`config.mk`:
```
export PLATFORM = sky130hd
export DESIGN_NAME = escaped_frame_command_bridge_top
export DESIGN_NICKNAME = d
export VERILOG_FILES = /design/src/sv/escb_pkg.sv /design/src/sv/escaped_frame_command_bridge_top.sv /design/src/sv/escb_fe.sv /design/src/sv/escb_q.sv /design/src/sv/escb_be.sv
export SDC_FILE = /design/constraint.sdc
export NUM_CORES = 1
export LEC_CHECK = 0
export BUFFER_PORTS_ARGS = -buffer_cell sky130_fd_sc_hd__buf_2
export CAP_MARGIN = 20
export CORE_MARGIN = 3
export CORE_UTILIZATION = 40
export CTS_BUF_LIST = sky130_fd_sc_hd__clkbuf_4 sky130_fd_sc_hd__clkbuf_8 sky130_fd_sc_hd__clkbuf_16
export DETAILED_ROUTE_END_ITERATION = 8
export PLACE_DENSITY_LB_ADDON = 0.08
export SLEW_MARGIN = 20
export SYNTH_ARGS = -nofsm -noshare
export SYNTH_HDL_FRONTEND = slang
export SYNTH_SLANG_ARGS = --single-unit
```
`constraint.sdc`:
```
create_clock -name clk -period 11.6 [get_ports clk]
set_clock_uncertainty 0.15 [all_clocks]
set_input_delay 0 -clock clk [delete_from_list [all_inputs] [get_ports clk]]
set_output_delay 0 -clock clk [all_outputs]
set_load 0.01 [all_outputs]
```
`src/sv/escb_pkg.sv`:
```
// ----------------------------------------------------------------------------
// escb_pkg
// Shared types and constants of the escaped frame command bridge.
// ----------------------------------------------------------------------------
`default_nettype none

package escb_pkg;

    // Framing bytes.
    localparam logic [7:0] OPEN_MARK  = 8'h7B;
    localparam logic [7:0] CLOSE_MARK = 8'h7D;
    localparam logic [7:0] ESC_MARK   = 8'h7E;
    localparam logic [7:0] ESC_FLIP   = 8'h20;

    // Command codes.
    localparam logic [7:0] CMD_PIN_SET   = 8'h01;
    localparam logic [7:0] CMD_PIN_CLEAR = 8'h02;
    localparam logic [7:0] CMD_SPI_ONE   = 8'hE0;
    localparam logic [7:0] CMD_SPI_RATE  = 8'hE1;
    localparam logic [7:0] CMD_SPI_TWO   = 8'hE2;
    localparam logic [7:0] CMD_UART_DIV  = 8'hE3;
    localparam logic [7:0] CMD_ABOUT     = 8'hFF;

    // Answer bytes.
    localparam logic [7:0] STATUS_OK    = 8'h00;
    localparam logic [7:0] STATUS_ERROR = 8'hFF;
    localparam logic [7:0] ABOUT_CHAR_O = 8'h4F;
    localparam logic [7:0] ABOUT_CHAR_K = 8'h4B;

    // Bits forced into SPI control word one, and the rate field mask.
    localparam logic [7:0] SPI_ONE_FORCE = 8'h90;
    localparam logic [7:0] SPI_RATE_MASK = 8'h7F;

    // Settings after reset.
    localparam logic [3:0] PINS_RESET     = 4'h9;
    localparam logic [7:0] SPI_ONE_RESET  = 8'hDC;
    localparam logic [7:0] SPI_TWO_RESET  = 8'h00;
    localparam logic [6:0] SPI_RATE_RESET = 7'h72;
    localparam logic [7:0] UART_DIV_RESET = 8'd11;

    // Frame length counter width; covers a frame capacity of up to 31 bytes.
    localparam int LEN_W = 5;

    // Depth of the job queue between front and back.
    localparam int JOBQ_DEPTH = 2;

    typedef enum logic [1:0] {
        RX_IDLE   = 2'd0,
        RX_ACTIVE = 2'd1,
        RX_ESC    = 2'd2
    } rx_mode_t;

    typedef enum logic [1:0] {
        JOB_PLAIN = 2'd0,
        JOB_ABOUT = 2'd1,
        JOB_ECHO  = 2'd2
    } job_kind_t;

    typedef enum logic [2:0] {
        BE_IDLE   = 3'd0,
        BE_OPEN   = 3'd1,
        BE_STATUS = 3'd2,
        BE_OK_O   = 3'd3,
        BE_OK_K   = 3'd4,
        BE_FETCH  = 3'd5,
        BE_ECHO   = 3'd6,
        BE_CLOSE  = 3'd7
    } be_state_t;

    // One response to send, with the settings as they stand after its command.
    typedef struct packed {
        job_kind_t        kind;
        logic [7:0]       status;
        logic [LEN_W-1:0] len;
        logic [3:0]       pins;
        logic [7:0]       spi_one;
        logic [7:0]       spi_two;
        logic [6:0]       spi_rate;
        logic [7:0]       uart_div;
    } job_t;

endpackage

`default_nettype wire

```
`src/sv/escaped_frame_command_bridge_top.sv`:
```
// ----------------------------------------------------------------------------
// escaped_frame_command_bridge_top
// Byte-stuffed command frame receiver with escaped response frame output.
//
// Input: line bytes are written like a queue (push/full); one transfer per
// cycle while full is low. Frames open with '{' and close with '}', and 0x7E
// flips bit 5 of the byte after it. Frame bytes fill a FRAME_CAPACITY buffer.
// Output: response bytes are read like a queue (empty/pop), one transfer per
// cycle at best; frame_last marks the closing brace, and the settings ports
// carry the values left by the command that caused the response.
// A closing '}' queues a job; the transmit back takes it in its idle state
// and then writes the opening '{' to the output register. An escaped byte
// goes out as 0x7E and then flipped; each echoed frame byte passes a fetch
// state for the buffer read. A two-entry job queue lets the receive side keep
// taking bytes while a response drains, except while an echo response is
// outstanding (the buffer is being read back) or two jobs are queued.
// Reset puts the receiver outside a frame, empties queue and output, and
// restores the default pin and SPI/UART settings. A stalled reader only
// holds back the transmit side until the job queue fills.
// ----------------------------------------------------------------------------
`default_nettype none

module escaped_frame_command_bridge_top #(
    parameter int FRAME_CAPACITY = 16
) (
    input  wire logic       clk,
    input  wire logic       rst_n,
    input  wire logic       push,
    output logic            full,
    input  wire logic [7:0] line_byte_in,
    output logic            empty,
    input  wire logic       pop,
    output logic [7:0]      line_byte_out,
    output logic            frame_last,
    output logic [3:0]      pin_outputs,
    output logic [7:0]      spi_control_one,
    output logic [7:0]      spi_control_two,
    output logic [6:0]      spi_rate,
    output logic [7:0]      uart_divisor
);
    import escb_pkg::*;

    localparam int ADDR_W = $clog2(FRAME_CAPACITY);

    job_t              fe_job;
    job_t              q_job;
    logic              job_push;
    logic              q_full;
    logic              q_empty;
    logic              q_pop;
    logic              echo_done;
    logic [ADDR_W-1:0] rd_addr;
    logic [7:0]        rd_data;

    escb_fe #(
        .FRAME_CAPACITY(FRAME_CAPACITY)
    ) u_fe (
        .clk         (clk),
        .rst_n       (rst_n),
        .push        (push),
        .full        (full),
        .line_byte_in(line_byte_in),
        .job         (fe_job),
        .job_push    (job_push),
        .q_full      (q_full),
        .echo_done   (echo_done),
        .rd_addr     (rd_addr),
        .rd_data     (rd_data)
    );

    escb_q u_q (
        .clk    (clk),
        .rst_n  (rst_n),
        .wr     (job_push),
        .wr_job (fe_job),
        .q_full (q_full),
        .q_empty(q_empty),
        .rd     (q_pop),
        .rd_job (q_job)
    );

    escb_be #(
        .FRAME_CAPACITY(FRAME_CAPACITY)
    ) u_be (
        .clk            (clk),
        .rst_n          (rst_n),
        .q_job          (q_job),
        .q_empty        (q_empty),
        .q_pop          (q_pop),
        .rd_addr        (rd_addr),
        .rd_data        (rd_data),
        .echo_done      (echo_done),
        .pop            (pop),
        .empty          (empty),
        .line_byte_out  (line_byte_out),
        .frame_last     (frame_last),
        .pin_outputs    (pin_outputs),
        .spi_control_one(spi_control_one),
        .spi_control_two(spi_control_two),
        .spi_rate       (spi_rate),
        .uart_divisor   (uart_divisor)
    );

    // A full job queue must stall the line input.
    assert property (@(posedge clk) disable iff (!rst_n) q_full |-> full)
        else $error("job queue full while input not stalled");

    // Finishing an echo response leaves its closing brace in the output register.
    assert property (@(posedge clk) disable iff (!rst_n)
        echo_done |=> (!empty && frame_last && line_byte_out == CLOSE_MARK))
        else $error("echo response did not end with a closing brace");

    // Jobs are never pushed into a full queue.
    assert property (@(posedge clk) disable iff (!rst_n) job_push |-> !q_full)
        else $error("job pushed into full queue");

endmodule

`default_nettype wire

```
`src/sv/escb_fe.sv`:
```
// ----------------------------------------------------------------------------
// escb_fe
// Receive front: unframes and unescapes line bytes, fills the frame buffer,
// decodes the command on the closing brace and queues a response job.
// ----------------------------------------------------------------------------
`default_nettype none

module escb_fe #(
    parameter int FRAME_CAPACITY = 16,
    localparam int ADDR_W = $clog2(FRAME_CAPACITY)
) (
    input  wire logic              clk,
    input  wire logic              rst_n,
    input  wire logic              push,
    output logic                   full,
    input  wire logic [7:0]        line_byte_in,
    output escb_pkg::job_t         job,
    output logic                   job_push,
    input  wire logic              q_full,
    input  wire logic              echo_done,
    input  wire logic [ADDR_W-1:0] rd_addr,
    output logic [7:0]             rd_data
);
    import escb_pkg::*;

    logic [7:0] frame_mem [FRAME_CAPACITY];

    rx_mode_t         rx_reg, rx_next;
    logic [LEN_W-1:0] len_reg, len_next;
    logic [7:0]       cmd_reg, cmd_next;
    logic [7:0]       arg_reg, arg_next;
    logic             echo_out_reg, echo_out_next;
    logic [3:0]       pins_reg;
    logic [7:0]       spi_one_reg;
    logic [7:0]       spi_two_reg;
    logic [6:0]       spi_rate_reg;
    logic [7:0]       uart_div_reg;

    logic       accept;
    logic       wr_en;
    logic [7:0] wr_byte;
    logic [7:0] stored_byte;
    logic       is_open, is_close, is_esc;
    job_t       decoded;

    // While an echo response is outstanding the buffer is being read back.
    assign full   = echo_out_reg || q_full;
    assign accept = push && !full;

    assign is_open  = (line_byte_in == OPEN_MARK);
    assign is_close = (line_byte_in == CLOSE_MARK);
    assign is_esc   = (line_byte_in == ESC_MARK);

    // Next receive mode.
    always_comb
    begin
        rx_next = rx_reg;
        if (accept)
        begin
            case (rx_reg)
                RX_ESC:
                begin
                    rx_next = RX_ACTIVE;
                end
                RX_ACTIVE:
                begin
                    if (is_esc)
                    begin
                        rx_next = RX_ESC;
                    end
                    else if (is_close)
                    begin
                        rx_next = RX_IDLE;
                    end
                end
                default:
                begin
                    rx_next = is_open ? RX_ACTIVE : RX_IDLE;
                end
            endcase
        end
    end

    // Buffer fill and job hand-off.
    always_comb
    begin
        len_next    = len_reg;
        wr_en       = 1'b0;
        stored_byte = 8'h00;
        job_push    = 1'b0;
        if (accept)
        begin
            case (rx_reg)
                RX_ESC:
                begin
                    wr_en       = 1'b1;
                    stored_byte = line_byte_in ^ ESC_FLIP;
                end
                RX_ACTIVE:
                begin
                    if (is_open)
                    begin
                        len_next = '0;
                    end
                    else if (is_close)
                    begin
                        job_push = 1'b1;
                    end
                    else if (!is_esc)
                    begin
                        wr_en       = 1'b1;
                        stored_byte = line_byte_in;
                    end
                end
                default:
                begin
                    if (is_open)
                    begin
                        len_next = '0;
                    end
                end
            endcase
        end
        // Bytes past the buffer capacity are dropped.
        if (len_reg >= LEN_W'(FRAME_CAPACITY))
        begin
            wr_en = 1'b0;
        end
        if (wr_en)
        begin
            len_next = len_reg + LEN_W'(1);
        end
        wr_byte  = stored_byte;
        cmd_next = (wr_en && len_reg == LEN_W'(0)) ? stored_byte : cmd_reg;
        arg_next = (wr_en && len_reg == LEN_W'(1)) ? stored_byte : arg_reg;
    end

    // Command decode; the job carries the settings as they are after it.
    always_comb
    begin
        decoded.kind     = JOB_PLAIN;
        decoded.status   = STATUS_OK;
        decoded.len      = len_reg;
        decoded.pins     = pins_reg;
        decoded.spi_one  = spi_one_reg;
        decoded.spi_two  = spi_two_reg;
        decoded.spi_rate = spi_rate_reg;
        decoded.uart_div = uart_div_reg;
        if (len_reg == LEN_W'(2) && cmd_reg == CMD_PIN_SET)
        begin
            decoded.pins = pins_reg | arg_reg[3:0];
        end
        else if (len_reg == LEN_W'(2) && cmd_reg == CMD_PIN_CLEAR)
        begin
            decoded.pins = pins_reg & ~arg_reg[3:0];
        end
        else if (len_reg == LEN_W'(2) && cmd_reg == CMD_SPI_ONE)
        begin
            decoded.spi_one = arg_reg | SPI_ONE_FORCE;
        end
        else if (len_reg == LEN_W'(2) && cmd_reg == CMD_SPI_TWO)
        begin
            decoded.spi_two = arg_reg;
        end
        else if (len_reg == LEN_W'(2) && cmd_reg == CMD_SPI_RATE)
        begin
            decoded.spi_rate = arg_reg[6:0] & SPI_RATE_MASK[6:0];
        end
        else if (len_reg == LEN_W'(2) && cmd_reg == CMD_UART_DIV)
        begin
            if (arg_reg != 8'h00)
            begin
                decoded.uart_div = arg_reg;
            end
            else
            begin
                decoded.status = STATUS_ERROR;
            end
        end
        else if (len_reg == LEN_W'(1) && cmd_reg == CMD_ABOUT)
        begin
            decoded.kind = JOB_ABOUT;
        end
        else
        begin
            decoded.kind   = JOB_ECHO;
            decoded.status = STATUS_ERROR;
        end
    end

    assign job = decoded;

    always_comb
    begin
        echo_out_next = echo_out_reg;
        if (echo_done)
        begin
            echo_out_next = 1'b0;
        end
        if (job_push && decoded.kind == JOB_ECHO)
        begin
            echo_out_next = 1'b1;
        end
    end

    always_ff @(posedge clk or negedge rst_n)
    begin
        if (!rst_n)
        begin
            rx_reg       <= RX_IDLE;
            len_reg      <= '0;
            echo_out_reg <= 1'b0;
            pins_reg     <= PINS_RESET;
            spi_one_reg  <= SPI_ONE_RESET;
            spi_two_reg  <= SPI_TWO_RESET;
            spi_rate_reg <= SPI_RATE_RESET;
            uart_div_reg <= UART_DIV_RESET;
        end
        else
        begin
            rx_reg       <= rx_next;
            len_reg      <= len_next;
            echo_out_reg <= echo_out_next;
            if (job_push)
            begin
                pins_reg     <= decoded.pins;
                spi_one_reg  <= decoded.spi_one;
                spi_two_reg  <= decoded.spi_two;
                spi_rate_reg <= decoded.spi_rate;
                uart_div_reg <= decoded.uart_div;
            end
        end
    end

    always_ff @(posedge clk)
    begin
        cmd_reg <= cmd_next;
        arg_reg <= arg_next;
    end

    // Frame buffer: one write port here, one registered read port for the back.
    always_ff @(posedge clk)
    begin
        if (wr_en)
        begin
            frame_mem[len_reg[ADDR_W-1:0]] <= wr_byte;
        end
        rd_data <= frame_mem[rd_addr];
    end

endmodule

`default_nettype wire

```
`src/sv/escb_q.sv`:
```
// ----------------------------------------------------------------------------
// escb_q
// Short job queue between the receive front and the transmit back.
// ----------------------------------------------------------------------------
`default_nettype none

module escb_q (
    input  wire logic           clk,
    input  wire logic           rst_n,
    input  wire logic           wr,
    input  wire escb_pkg::job_t wr_job,
    output logic                q_full,
    output logic                q_empty,
    input  wire logic           rd,
    output escb_pkg::job_t      rd_job
);
    import escb_pkg::*;

    localparam int PTR_W = $clog2(JOBQ_DEPTH);
    localparam int CNT_W = $clog2(JOBQ_DEPTH + 1);

    job_t             slots [JOBQ_DEPTH];
    logic [PTR_W-1:0] head_reg, head_next;
    logic [PTR_W-1:0] tail_reg, tail_next;
    logic [CNT_W-1:0] count_reg, count_next;

    assign q_full  = (count_reg == CNT_W'(JOBQ_DEPTH));
    assign q_empty = (count_reg == '0);
    assign rd_job  = slots[head_reg];

    always_comb
    begin
        head_next  = head_reg;
        tail_next  = tail_reg;
        count_next = count_reg;
        if (wr)
        begin
            tail_next = (tail_reg == PTR_W'(JOBQ_DEPTH - 1)) ? '0 : tail_reg + PTR_W'(1);
        end
        if (rd)
        begin
            head_next = (head_reg == PTR_W'(JOBQ_DEPTH - 1)) ? '0 : head_reg + PTR_W'(1);
        end
        if (wr && !rd)
        begin
            count_next = count_reg + CNT_W'(1);
        end
        else if (rd && !wr)
        begin
            count_next = count_reg - CNT_W'(1);
        end
    end

    always_ff @(posedge clk or negedge rst_n)
    begin
        if (!rst_n)
        begin
            head_reg  <= '0;
            tail_reg  <= '0;
            count_reg <= '0;
        end
        else
        begin
            head_reg  <= head_next;
            tail_reg  <= tail_next;
            count_reg <= count_next;
        end
    end

    always_ff @(posedge clk)
    begin
        if (wr)
        begin
            slots[tail_reg] <= wr_job;
        end
    end

endmodule

`default_nettype wire

```
`src/sv/escb_be.sv`:
```
// ----------------------------------------------------------------------------
// escb_be
// Transmit back: turns one queued job into an escaped response frame and
// presents it byte by byte through an output register.
// ----------------------------------------------------------------------------
`default_nettype none

module escb_be #(
    parameter int FRAME_CAPACITY = 16,
    localparam int ADDR_W = $clog2(FRAME_CAPACITY)
) (
    input  wire logic        clk,
    input  wire logic        rst_n,
    input  wire escb_pkg::job_t q_job,
    input  wire logic        q_empty,
    output logic             q_pop,
    output logic [ADDR_W-1:0] rd_addr,
    input  wire logic [7:0]  rd_data,
    output logic             echo_done,
    input  wire logic        pop,
    output logic             empty,
    output logic [7:0]       line_byte_out,
    output logic             frame_last,
    output logic [3:0]       pin_outputs,
    output logic [7:0]       spi_control_one,
    output logic [7:0]       spi_control_two,
    output logic [6:0]       spi_rate,
    output logic [7:0]       uart_divisor
);
    import escb_pkg::*;

    be_state_t        state_reg, state_next;
    job_t             job_reg;
    logic [LEN_W-1:0] idx_reg, idx_next;
    logic             esc_reg, esc_next;
    logic [7:0]       esc_byte_reg, esc_byte_next;
    logic             out_valid_reg;
    logic [7:0]       out_byte_reg;
    logic             out_last_reg;
    job_t             out_job_reg;

    logic       adv;
    logic       emit;
    logic [7:0] emit_byte;
    logic       emit_last;
    logic       step;
    logic [7:0] data_byte;
    logic       data_state;

    // The output register can take a byte when it is empty or being drained.
    assign adv = !out_valid_reg || pop;

    assign rd_addr = idx_reg[ADDR_W-1:0];

    // Next state.
    always_comb
    begin
        state_next = state_reg;
        if (step)
        begin
            case (state_reg)
                BE_IDLE:
                begin
                    state_next = BE_OPEN;
                end
                BE_OPEN:
                begin
                    state_next = BE_STATUS;
                end
                BE_STATUS:
                begin
                    if (job_reg.kind == JOB_ABOUT)
                    begin
                        state_next = BE_OK_O;
                    end
                    else if (job_reg.kind == JOB_ECHO && job_reg.len != '0)
                    begin
                        state_next = BE_FETCH;
                    end
                    else
                    begin
                        state_next = BE_CLOSE;
                    end
                end
                BE_OK_O:
                begin
                    state_next = BE_OK_K;
                end
                BE_OK_K:
                begin
                    state_next = BE_CLOSE;
                end
                BE_FETCH:
                begin
                    state_next = BE_ECHO;
                end
                BE_ECHO:
                begin
                    state_next = (idx_reg + LEN_W'(1) == job_reg.len) ? BE_CLOSE : BE_FETCH;
                end
                default:
                begin
                    state_next = BE_IDLE;
                end
            endcase
        end
    end

    // Outputs and datapath.
    always_comb
    begin
        case (state_reg)
            BE_STATUS: data_byte = job_reg.status;
            BE_OK_O:   data_byte = ABOUT_CHAR_O;
            BE_OK_K:   data_byte = ABOUT_CHAR_K;
            BE_ECHO:   data_byte = rd_data;
            default:   data_byte = 8'h00;
        endcase
        data_state = (state_reg == BE_STATUS) || (state_reg == BE_OK_O) ||
                     (state_reg == BE_OK_K) || (state_reg == BE_ECHO);

        emit          = 1'b0;
        emit_byte     = 8'h00;
        emit_last     = 1'b0;
        step          = 1'b0;
        q_pop         = 1'b0;
        esc_next      = esc_reg;
        esc_byte_next = esc_byte_reg;
        idx_next      = idx_reg;

        if (state_reg == BE_IDLE)
        begin
            if (!q_empty)
            begin
                q_pop = 1'b1;
                step  = 1'b1;
            end
        end
        else if (state_reg == BE_FETCH)
        begin
            step = 1'b1;
        end
        else if (adv)
        begin
            emit = 1'b1;
            if (state_reg == BE_OPEN)
            begin
                emit_byte = OPEN_MARK;
                step      = 1'b1;
            end
            else if (state_reg == BE_CLOSE)
            begin
                emit_byte = CLOSE_MARK;
                emit_last = 1'b1;
                step      = 1'b1;
            end
            else if (data_state)
            begin
                if (esc_reg)
                begin
                    emit_byte = esc_byte_reg;
                    esc_next  = 1'b0;
                    step      = 1'b1;
                end
                else if (data_byte == OPEN_MARK || data_byte == CLOSE_MARK ||
                         data_byte == ESC_MARK)
                begin
                    // Send the escape mark now and the flipped byte next.
                    emit_byte     = ESC_MARK;
                    esc_next      = 1'b1;
                    esc_byte_next = data_byte ^ ESC_FLIP;
                end
                else
                begin
                    emit_byte = data_byte;
                    step      = 1'b1;
                end
            end
        end

        if (step && state_reg == BE_STATUS)
        begin
            idx_next = '0;
        end
        else if (step && state_reg == BE_ECHO)
        begin
            idx_next = idx_reg + LEN_W'(1);
        end

        echo_done = step && (state_reg == BE_CLOSE) && (job_reg.kind == JOB_ECHO);
    end

    always_ff @(posedge clk or negedge rst_n)
    begin
        if (!rst_n)
        begin
            state_reg     <= BE_IDLE;
            esc_reg       <= 1'b0;
            out_valid_reg <= 1'b0;
        end
        else
        begin
            state_reg <= state_next;
            esc_reg   <= esc_next;
            if (emit)
            begin
                out_valid_reg <= 1'b1;
            end
            else if (pop)
            begin
                out_valid_reg <= 1'b0;
            end
        end
    end

    always_ff @(posedge clk)
    begin
        idx_reg      <= idx_next;
        esc_byte_reg <= esc_byte_next;
        if (q_pop)
        begin
            job_reg <= q_job;
        end
        if (emit)
        begin
            out_byte_reg <= emit_byte;
            out_last_reg <= emit_last;
            out_job_reg  <= job_reg;
        end
    end

    assign empty           = !out_valid_reg;
    assign line_byte_out   = out_byte_reg;
    assign frame_last      = out_last_reg;
    assign pin_outputs     = out_job_reg.pins;
    assign spi_control_one = out_job_reg.spi_one;
    assign spi_control_two = out_job_reg.spi_two;
    assign spi_rate        = out_job_reg.spi_rate;
    assign uart_divisor    = out_job_reg.uart_div;

endmodule

`default_nettype wire
```
## Word level (Yosys, flattened, before mapping)

Memories as Yosys holds them, arrays and structs flattened. A register that Yosys moved wholly into a read port is not among the register bits.
Index checks and enable logic that the tools add are counted.

- Magnitude comparators: 1
- Reduce and logical (&&, ||, !) cells: 46
- Mux-type cells: 83
- Add/subtract/negate cells: 6
- Bitwise gates (word level): 12
- Equality and inequality tests: 31

Operator list:

| operator | count |
|---|---|
| $mux W8 | 14 |
| $mux W31 | 2 |
| $mux W10 | 5 |
| $eq A8 B7 Y1 const B | 6 |
| $eq A8 B8 Y1 const B | 5 |
| $mux W1 | 36 |
| $pmux W8 S4 | 1 |
| $mux W7 | 4 |
| $mux W23 | 1 |
| $pmux W3 S7 | 1 |
| $mux W5 | 4 |
| $logic_and A1 B1 Y1 | 18 |
| $mux W2 | 8 |
| $pmux W8 S2 | 1 |
| $mux W15 | 1 |
| $eq A3 B3 Y1 const B | 4 |
| $add A5 B1 Y5 const B | 2 |
| $reduce_bool A2 Y1 | 5 |
| $not A1 Y1 | 9 |
| $eq A2 B2 Y1 const B | 4 |
| $eq A8 B1 Y1 const B | 1 |
| $eq A8 B2 Y1 const B | 1 |
| $mux W4 | 2 |
| $reduce_and A8 Y1 | 1 |
| 31 further kinds | 43 |

- Bits in registers: 125
- Memories: 2
- Input port bits: 12
- Output and inout bits: 46
- RAM bits: 228
- Word-level logic and storage cells: 208

Memories:

| memory | words | width | read ports | clocked after Yosys merged registers in | write ports | RTL line | text |
|---|---|---|---|---|---|---|---|
| u_fe.frame_mem | 16 | 8 | 1 | 1 | 1 | escb_fe.sv:26 | `logic [7:0] frame_mem [FRAME_CAPACITY];` |
| u_q.slots | 2 | 50 | 1 | 1 | 1 | escb_q.sv:22 | `job_t slots [JOBQ_DEPTH];` |

## Depth between registers and ports, before layout

Gate-level depths: netlist (run 1).

- Depth in word-level cells: 17
- Depth in mapped cells: 10

## By module

A second synthesis (run 1) with hierarchy kept.

- Cells, all modules: 950
- Area total of the unflattened synthesis: 16821.1 um^2

By module, submodules not included:

| module | instances | area an instance (um^2) | sequential area each (um^2) | cells an instance |
|---|---|---|---|---|
| escb_fe | 1 | 8466.9 | 5577.8 | 502 |
| escb_be | 1 | 4306.6 | 3288.2 | 276 |
| escb_q | 1 | 4047.6 | 3103.0 | 172 |

## Worst setup path after synthesis (run 1)

Ideal clock, no wire load.

- Kind: reg-to-reg
- From: register u_be.state_reg[1]
- To: register u_q.count_reg[1]
- Cell stages (with the launch flop): 9
- Path buffers: 2
- Data required time: 11371 ps
- Setup time: 79 ps
- Path slack: 5269 ps
- Arrival time: 6102 ps
- Path through: dfrtp_1 -> clkbuf_1 -> clkbuf_1 -> nor4_1 -> inv_1 -> ha_1 -> xor2_1 -> nor2_1 -> xor2_1

- Word-level cells in the longest chain between the ends: 5
- Elaborated cells on any way between the ends: 7
- Classes of those cells: 2 x mux; 5 x reduce/logical

RTL lines:

| what | RTL line | text |
|---|---|---|
| from (decl) | escb_be.sv:32 | `be_state_t state_reg, state_next;` |
| from (signal assigned) | escb_be.sv:203 | `state_reg <= state_next;` |
| $logic_not A3 Y1 (*) | escb_be.sv:131 | `if (state_reg == BE_IDLE)` |
| $mux W1 (*) | escb_be.sv:131 |  |
| named net q_pop | escaped_frame_command_bridge_top.sv:50 | `logic q_pop;` |
| $logic_not A1 Y1 | escb_q.sv:44 | `if (wr && !rd)` |
| $logic_and A1 B1 Y1 | escb_q.sv:44 |  |
| $mux W2 / $reduce_bool A2 Y1 (equally long branches) | n/a |  |
| to (signal assigned) | escb_q.sv:66 | `count_reg <= count_next;` |
| to (decl) | escb_q.sv:25 | `logic [CNT_W-1:0] count_reg, count_next;` |

The timed path passes the listed nets; every way through them passes the cells marked *.
A chain may end at the register's enable or synchronous reset.

## Final worst setup path (run 1)

- From: register u_fe.rx_reg[0]
- To: memory u_fe.frame_mem[1][5] (enable)

- Word-level cells in the longest chain between the ends: 6
- Elaborated cells on any way between the ends: 7
- Classes of those cells: 2 x eq/ne; 5 x mux

RTL lines:

| what | RTL line | text |
|---|---|---|
| from (decl) | escb_fe.sv:28 | `rx_mode_t rx_reg, rx_next;` |
| from (signal assigned) | escb_fe.sv:221 | `rx_reg <= rx_next;` |
| $eq A2 B1 Y1 / $eq A2 B2 Y1 (equally long branches) | escb_fe.sv:93 | `case (rx_reg)` |
| $pmux W1 S2 (*) | escb_fe.sv:93 |  |
| $mux W1 (*) | escb_fe.sv:91 | `if (accept)` |
| $mux W1 (*) | escb_fe.sv:125 | `if (len_reg >= LEN_W'(FRAME_CAPACITY))` |
| $mux W1 (*) | escb_fe.sv:244 | `if (wr_en)` |
| $mux W1 (not written as such) (*) | escb_fe.sv:246 | `frame_mem[len_reg[ADDR_W-1:0]] <= wr_byte;` |
| to (decl) | escb_fe.sv:26 |  |

Every way passes the cells marked *; elsewhere a longest branch is shown, timed or not.

==> results of run 1 <==
-- logic make-up (layout without fill, tap and decap cells) --
kind of cell	Yosys count	in the layout	synth area share, %
xor+xnor	14	14	0.790
mux	131	131	12.4
simple gates	193	193	6.89
buf+inv	58	177	1.49
compound gates	109	109	4.76
flops	390	390	73.1
fa+ha+maj	8	8	0.645
-- worst paths after layout --
path	from	end	slack, ns	depth (start not counted)
min in group clk	line_byte_in[1]	u_fe.pins_reg[3]	0.04	5
max in group asynchronous	rst_n	u_q.head_reg	10.70	3
min	rst_n	u_fe.spi_one_reg[0]	-0.01	3
max	u_fe.rx_reg[0]	u_fe.frame_mem[1][5]	7.73	6
min reg2reg	u_be.job_reg[1]	u_be.uart_divisor[1]	0.27	0
max reg2reg	u_fe.rx_reg[0]	u_fe.frame_mem[1][5]	7.73	6
-- metrics by stage --
step,util (%),instances,area [sq um]
after CTS,47.5,1532,18000
after detailed placement,43.2,1441,16400
after global placement,43.2,1441,16400
after global routing,47.5,1533,18000
final,47.5,1533,18000
after floorplan,-,903,15500
-- worst min-delay path, stage by stage --
cell and delay (ns):
dlygate4sd3_1 0.52, buf_2 0.10, buf_4 0.57
-- timing repair --
item | 4_1_cts | 5_1_grt
endpoints found under the hold margin | 106 | 0
hold buffers | 13 | 0
endpoints found under the setup margin | 0 | 0
-- Yosys cell counts (all sizes together), types with 4 or more instances --
master | count | area (sq um)
ha | 8 | 100
edfxtp | 325 | 9760
clkbuf | 26 | 97.6
mux2i | 4 | 40.0
dfxtp | 13 | 260
a211oi | 4 | 30.0
o211ai | 4 | 30.0
a21oi | 22 | 110
xor2 | 8 | 70.1
dfstp | 14 | 368
o21a | 4 | 30.0
xnor2 | 6 | 52.6
nand2 | 41 | 154
a21o | 5 | 37.5
nor2b | 10 | 62.6
dfrtp | 38 | 951
nand2b | 12 | 75.1
a22o | 16 | 140
nor2 | 41 | 179
mux4 | 40 | 901
o21ai | 28 | 140
or2 | 6 | 37.5
mux2 | 87 | 980
or4 | 5 | 41.3
buf | 10 | 51.3
and2 | 10 | 62.6
nand3 | 19 | 105
inv | 22 | 82.6
nand4 | 10 | 62.6
a31oi | 9 | 56.3
nor3 | 17 | 90.1
-- per-layer routing --
| layer | vias up | track usage, % | routed length, um | part of all wire [%] |
|---|---|---|---|---|
| met3 | 45 | 3.30 | 1570 | 4.9 |
| met5 | - | 0 | 0 | 0 |
| li1 | 3703 | - | - | - |
| met4 | 0 | 3.76 | 526 | 1.7 |
| met1 | 4125 | 23.0 | 14800 | 47 |
| met2 | 181 | 24.2 | 14800 | 47 |
-- layout make-up --
class | instances | area (sq um)
well taps | 511 | 639
multi-input cells | 455 | 4010
fillers | 3236 | 19900
clock inverters | 27 | 340
clock buffers | 51 | 1140
repair buffers | 77 | 465
flip-flops and latches | 390 | 11300
inverters | 22 | 82.6
-- report_power, final --
group | internal, mW | leakage, nW | switching (mW)
Sequential | 1.72 | 3.82 | 0.171
Combinational | 0.338 | 1.86 | 0.417
Clock | 0.881 | 0.736 | 0.535
Total | 2.94 | 6.41 | 1.12
==> flow_metrics.env, run 1 <==
export IMPL_outcome="finished, violations left"
export IMPL_violations="negative hold slack"
export IMPL_whs_ns=-0.0122
export IMPL_ys_seq_elements=390
export IMPL_crit_type="flip-flop to flip-flop"
export IMPL_start_util_pct=40.9
export IMPL_syn_area_sq_um=15500
export IMPL_crit_arrival_ns=3.88
export IMPL_clock_latency_ns=0.55
export IMPL_area_delta_synth_final_pct=16.2
export IMPL_largest_reg_flops=128
export IMPL_diodes=0
export IMPL_maxSlewHeadroom_pct=27.4
export IMPL_postCtsSetupBuffers=0
export IMPL_pwr_density_cell_nw_per_um2=225
export IMPL_setup_slack_ns=7.73
export IMPL_setup_viol=0
export IMPL_tightestPinTransition_ns=1.09
export IMPL_grt_usage_pct=15.7
export IMPL_dr_pass1_iters=5
export IMPL_cts_buffer_depth=3
export IMPL_cts_htree_levels=2
export IMPL_p_leak_nw=6.41
export IMPL_nets=1009
export IMPL_place_congestion=0.799
export IMPL_drc=0
export IMPL_die_w_um=203
export IMPL_drt_iter0_markers=557
export IMPL_drive_above_1_share_pct=30.5
export IMPL_rows=71
export IMPL_hp_class="input pin to async pin"
export IMPL_fin_setup_tns_ns=0
export IMPL_cts_tree="done"
export IMPL_synth_nets=923
export IMPL_cts_resized=0
export IMPL_ant_nets=0
export IMPL_antenna_found_initial=0
export IMPL_numCtsBuffers=43
export IMPL_core_area_sq_um=37900
export IMPL_dp_slack_ns=7.68
export IMPL_crit_required_ns=11.61
export IMPL_dpl_hpwl_um=19900
export IMPL_total_power_mw=4.06
export IMPL_slowest_stage="nor3_1"
export IMPL_endpoint_kind="flip-flop"
export IMPL_wl_per_cell_um=20.7
export IMPL_route_vias_total=8054
export IMPL_grt_pass1_vias=8066
export IMPL_routed_wl_um=31700
export IMPL_clk_pin_slew_ns=0.06
export IMPL_finalHoldViolCount=2
export IMPL_async_flop_share_pct=13.3
export IMPL_clock_fmax_mhz=258
export IMPL_ir_drop_v=0.000111
export IMPL_crit_buf_inv=1
export IMPL_fp_dieH_um=203
export IMPL_cap_violations=0
export IMPL_final_cell_mix="325 x edfxtp_1, 85 x mux2_2, 58 x buf_2"
export IMPL_slew_violations=0
export IMPL_rsz0062_at_grt="no"
export IMPL_grt_pass1_wl_um=49600
export IMPL_period_share_pct=33.4
export IMPL_crit_chain="inv_1 > ha_1 > or4b_1 > a2111oi_4 > nand2_1 > nor3_1"
export IMPL_cts_root_buf="clkbuf_16"
export IMPL_dieArea_sq_um=41200
export IMPL_cpPeakStageDelay_ns=0.87
export IMPL_path_delay_family="simple AND/OR/NAND/NOR gates"
export IMPL_grt_max_degree=53
export IMPL_synthCells=903
export IMPL_io_pins=58
export IMPL_final_common_cell="edfxtp_1"
export IMPL_avgSynthCellArea_sq_um=17.2
export IMPL_cp_max_fo=9
export IMPL_yosys_most_used_dff="edfxtp_1"
export IMPL_synth_edf_count=325
export IMPL_numClockSinks=390
export IMPL_yosysWarnings=0
export IMPL_grt_overflow=0
export IMPL_fin_crit_ns=3.87
export IMPL_yosysSeqAreaShare_pct=73.1
export IMPL_synth_cell_types=66
export IMPL_critPathLaunchType="flip-flop"
export IMPL_port_buffers=57
export IMPL_viasPerCell=5.25
Power figures use the tool's default switching activity.
==> run 2: changes to the inputs <==
Clock period 11.6 ns to 3.4 ns, I/O delays scaled along.
==> flow_metrics.env, run 2 (synthesis gave the netlist of run 1 again) <==
export IMPL_outcome="finished, final reports clean"
export IMPL_core_area_sq_um=37900
export IMPL_path_delay_family="buffers and inverters"
export IMPL_fin_crit_ns=3.14
export IMPL_nets=1066
export IMPL_cpPeakStageDelay_ns=0.59
export IMPL_place_congestion=0.767
export IMPL_clock_fmax_mhz=318
export IMPL_rows=71
export IMPL_crit_start="u_fe.rx_reg[1]"
export IMPL_min_from="line_byte_in[5]"
export IMPL_p_leak_nw=6.66
export IMPL_dieArea_sq_um=41200
export IMPL_fp_dieH_um=203
export IMPL_final_cell_mix="325 x edfxtp_1, 85 x mux2_2, 57 x buf_2"
export IMPL_whs_ns=0.0337
export IMPL_setup_viol=0
export IMPL_post_dp_cell_area_sq_um=16800
export IMPL_crit_top_cell="dlygate4sd3_1"
export IMPL_finalHoldViolCount=0
export IMPL_grt_max_degree=45
export IMPL_grt_usage_pct=16.1
export IMPL_hp_class="input pin to flip-flop"
export IMPL_cts_tree="done"
export IMPL_numClockSinks=390
export IMPL_start_util_pct=40.9
export IMPL_period_share_pct=92.3
export IMPL_maxSlewHeadroom_pct=35.8
export IMPL_fin_util_pct=48.5
export IMPL_cts_buffer_depth=3
export IMPL_endpoint_kind="flip-flop"
export IMPL_drc=0
export IMPL_cts_root_buf="clkbuf_16"
export IMPL_crit_type="flip-flop to flip-flop"
export IMPL_grt_pass1_wl_um=50600
export IMPL_ir_drop_v=0.000350
export IMPL_stdcell_area_sq_um=18400
export IMPL_dp_slack_ns=0.307
export IMPL_pwr_density_cell_nw_per_um2=746
export IMPL_dpl_hpwl_um=21000
export IMPL_crit_chain="inv_1 > ha_2 > nand4_1 > nor4b_1 > dlygate4sd3_1 > nand2_1 > dlygate4sd3_1 > o21ai_0 > dlygate4sd3_1"
export IMPL_die_w_um=203
export IMPL_slew_violations=0
export IMPL_largest_reg_flops=128
export IMPL_setup_slack_ns=0.260
export IMPL_dr_pass1_iters=5
export IMPL_grt_overflow=0
export IMPL_ant_nets=0
export IMPL_wl_per_cell_um=20.5
export IMPL_numCtsBuffers=43
export IMPL_antenna_found_initial=0
export IMPL_crit_buf_inv=4
export IMPL_drive_above_1_share_pct=33.1
export IMPL_slowest_stage="dlygate4sd3_1"
export IMPL_clock_latency_ns=0.55
export IMPL_area_delta_synth_final_pct=18.4
export IMPL_port_buffers=57
export IMPL_drt_iter0_markers=448
export IMPL_crit_arrival_ns=3.48
export IMPL_cp_max_fo=6
export IMPL_final_common_cell="edfxtp_1"
export IMPL_critPathLaunchType="flip-flop"
export IMPL_crit_required_ns=3.74
export IMPL_clk_pin_slew_ns=0.06
export IMPL_viasPerCell=5.12
export IMPL_cts_htree_levels=2
export IMPL_postCtsSetupBuffers=0
export IMPL_route_vias_total=8123
export IMPL_rsz0062_at_grt="no"
export IMPL_routed_wl_um=32500
export IMPL_io_pins=58
export IMPL_r2r_start="u_fe.rx_reg[1]"
export IMPL_grt_pass1_vias=8385
export IMPL_tightestPinTransition_ns=0.960
export IMPL_cap_violations=0
export IMPL_diodes=0
[run 2: cell count changes in the layout (fill, tap and decap cells not counted), moves of 3 or more]
cell	previous run	this run
buf_12	0	3
buf_4	6	56
bufinv_16	8	2
clkbuf_4	7	12
clkinv_2	9	5
dlygate4sd3_1	13	18
[run 2: power by group]
group / internal, mW / leakage [nW] / switching (mW)
combinational: 1.31 / 2.15 / 1.69
clock: 2.72 / 0.696 / 1.78
sequential: 5.85 / 3.82 / 0.367
total: 9.88 / 6.66 / 3.83
[run 2: worst min-delay path, delay by kind of cell]
family          cells  cell delay [ns]
buf+inv             2             0.39
compound gates      1             0.09
simple gates        1             0.08
[run 2: layer usage]
layer | vias to the layer above | track usage [%] | wire, um
met1 | 4143 | 23.2 | 15500
met2 | 130 | 25.4 | 15200
li1 | 3804 | - | -
met5 | - | 0 | 0
met3 | 46 | 2.71 | 1170
met4 | 0 | 4.85 | 594
[run 2: worst paths after layout]
path / to / slack (ns) / cells past startpoint
setup reg to reg: u_fe.rx_reg[1] / 0.26 / 9
setup / recovery: u_fe.rx_reg[1] / 0.26 / 9
min in group asynchronous: u_fe.spi_one_reg[4] / 0.53 / 3
hold / removal: u_fe.cmd_reg[5] / 0.03 / 4
max in group asynchronous: u_q.head_reg / 1.12 / 4
hold reg to reg: u_be.uart_divisor[4] / 0.26 / 0
[run 2: area by class of cell]
cell class                 count  area, sq um
clock buffer                  60         1260
tap                          511          639
inverter                      22         82.6
clock inverter                16          121
multi-input combinational    455         3990
sequential                   390        11300
fill                        3263        19600
timing repair buffer         134          946
[run 2: per-stage QoR]
step / TNS, ns / power [mW] / instances
6_report: 0 / 13.7 / 1588
5_1_grt: 0 / 14.4 / 1588
4_1_cts: 0 / 13.9 / 1588
3_5_place_dp: 0 / 9.34 / 1494
3_3_place_gp: 0 / 9.33 / 1494
2_1_floorplan: -43.45 / 8.21 / 903
[run 2: what timing repair did]
item | 4_1_cts | 5_1_grt
hold buffers | 18 | 0
setup endpoints to repair | 0 | 1
endpoints found under the hold margin | 173 | 0
gates resized for setup | 0 | 1
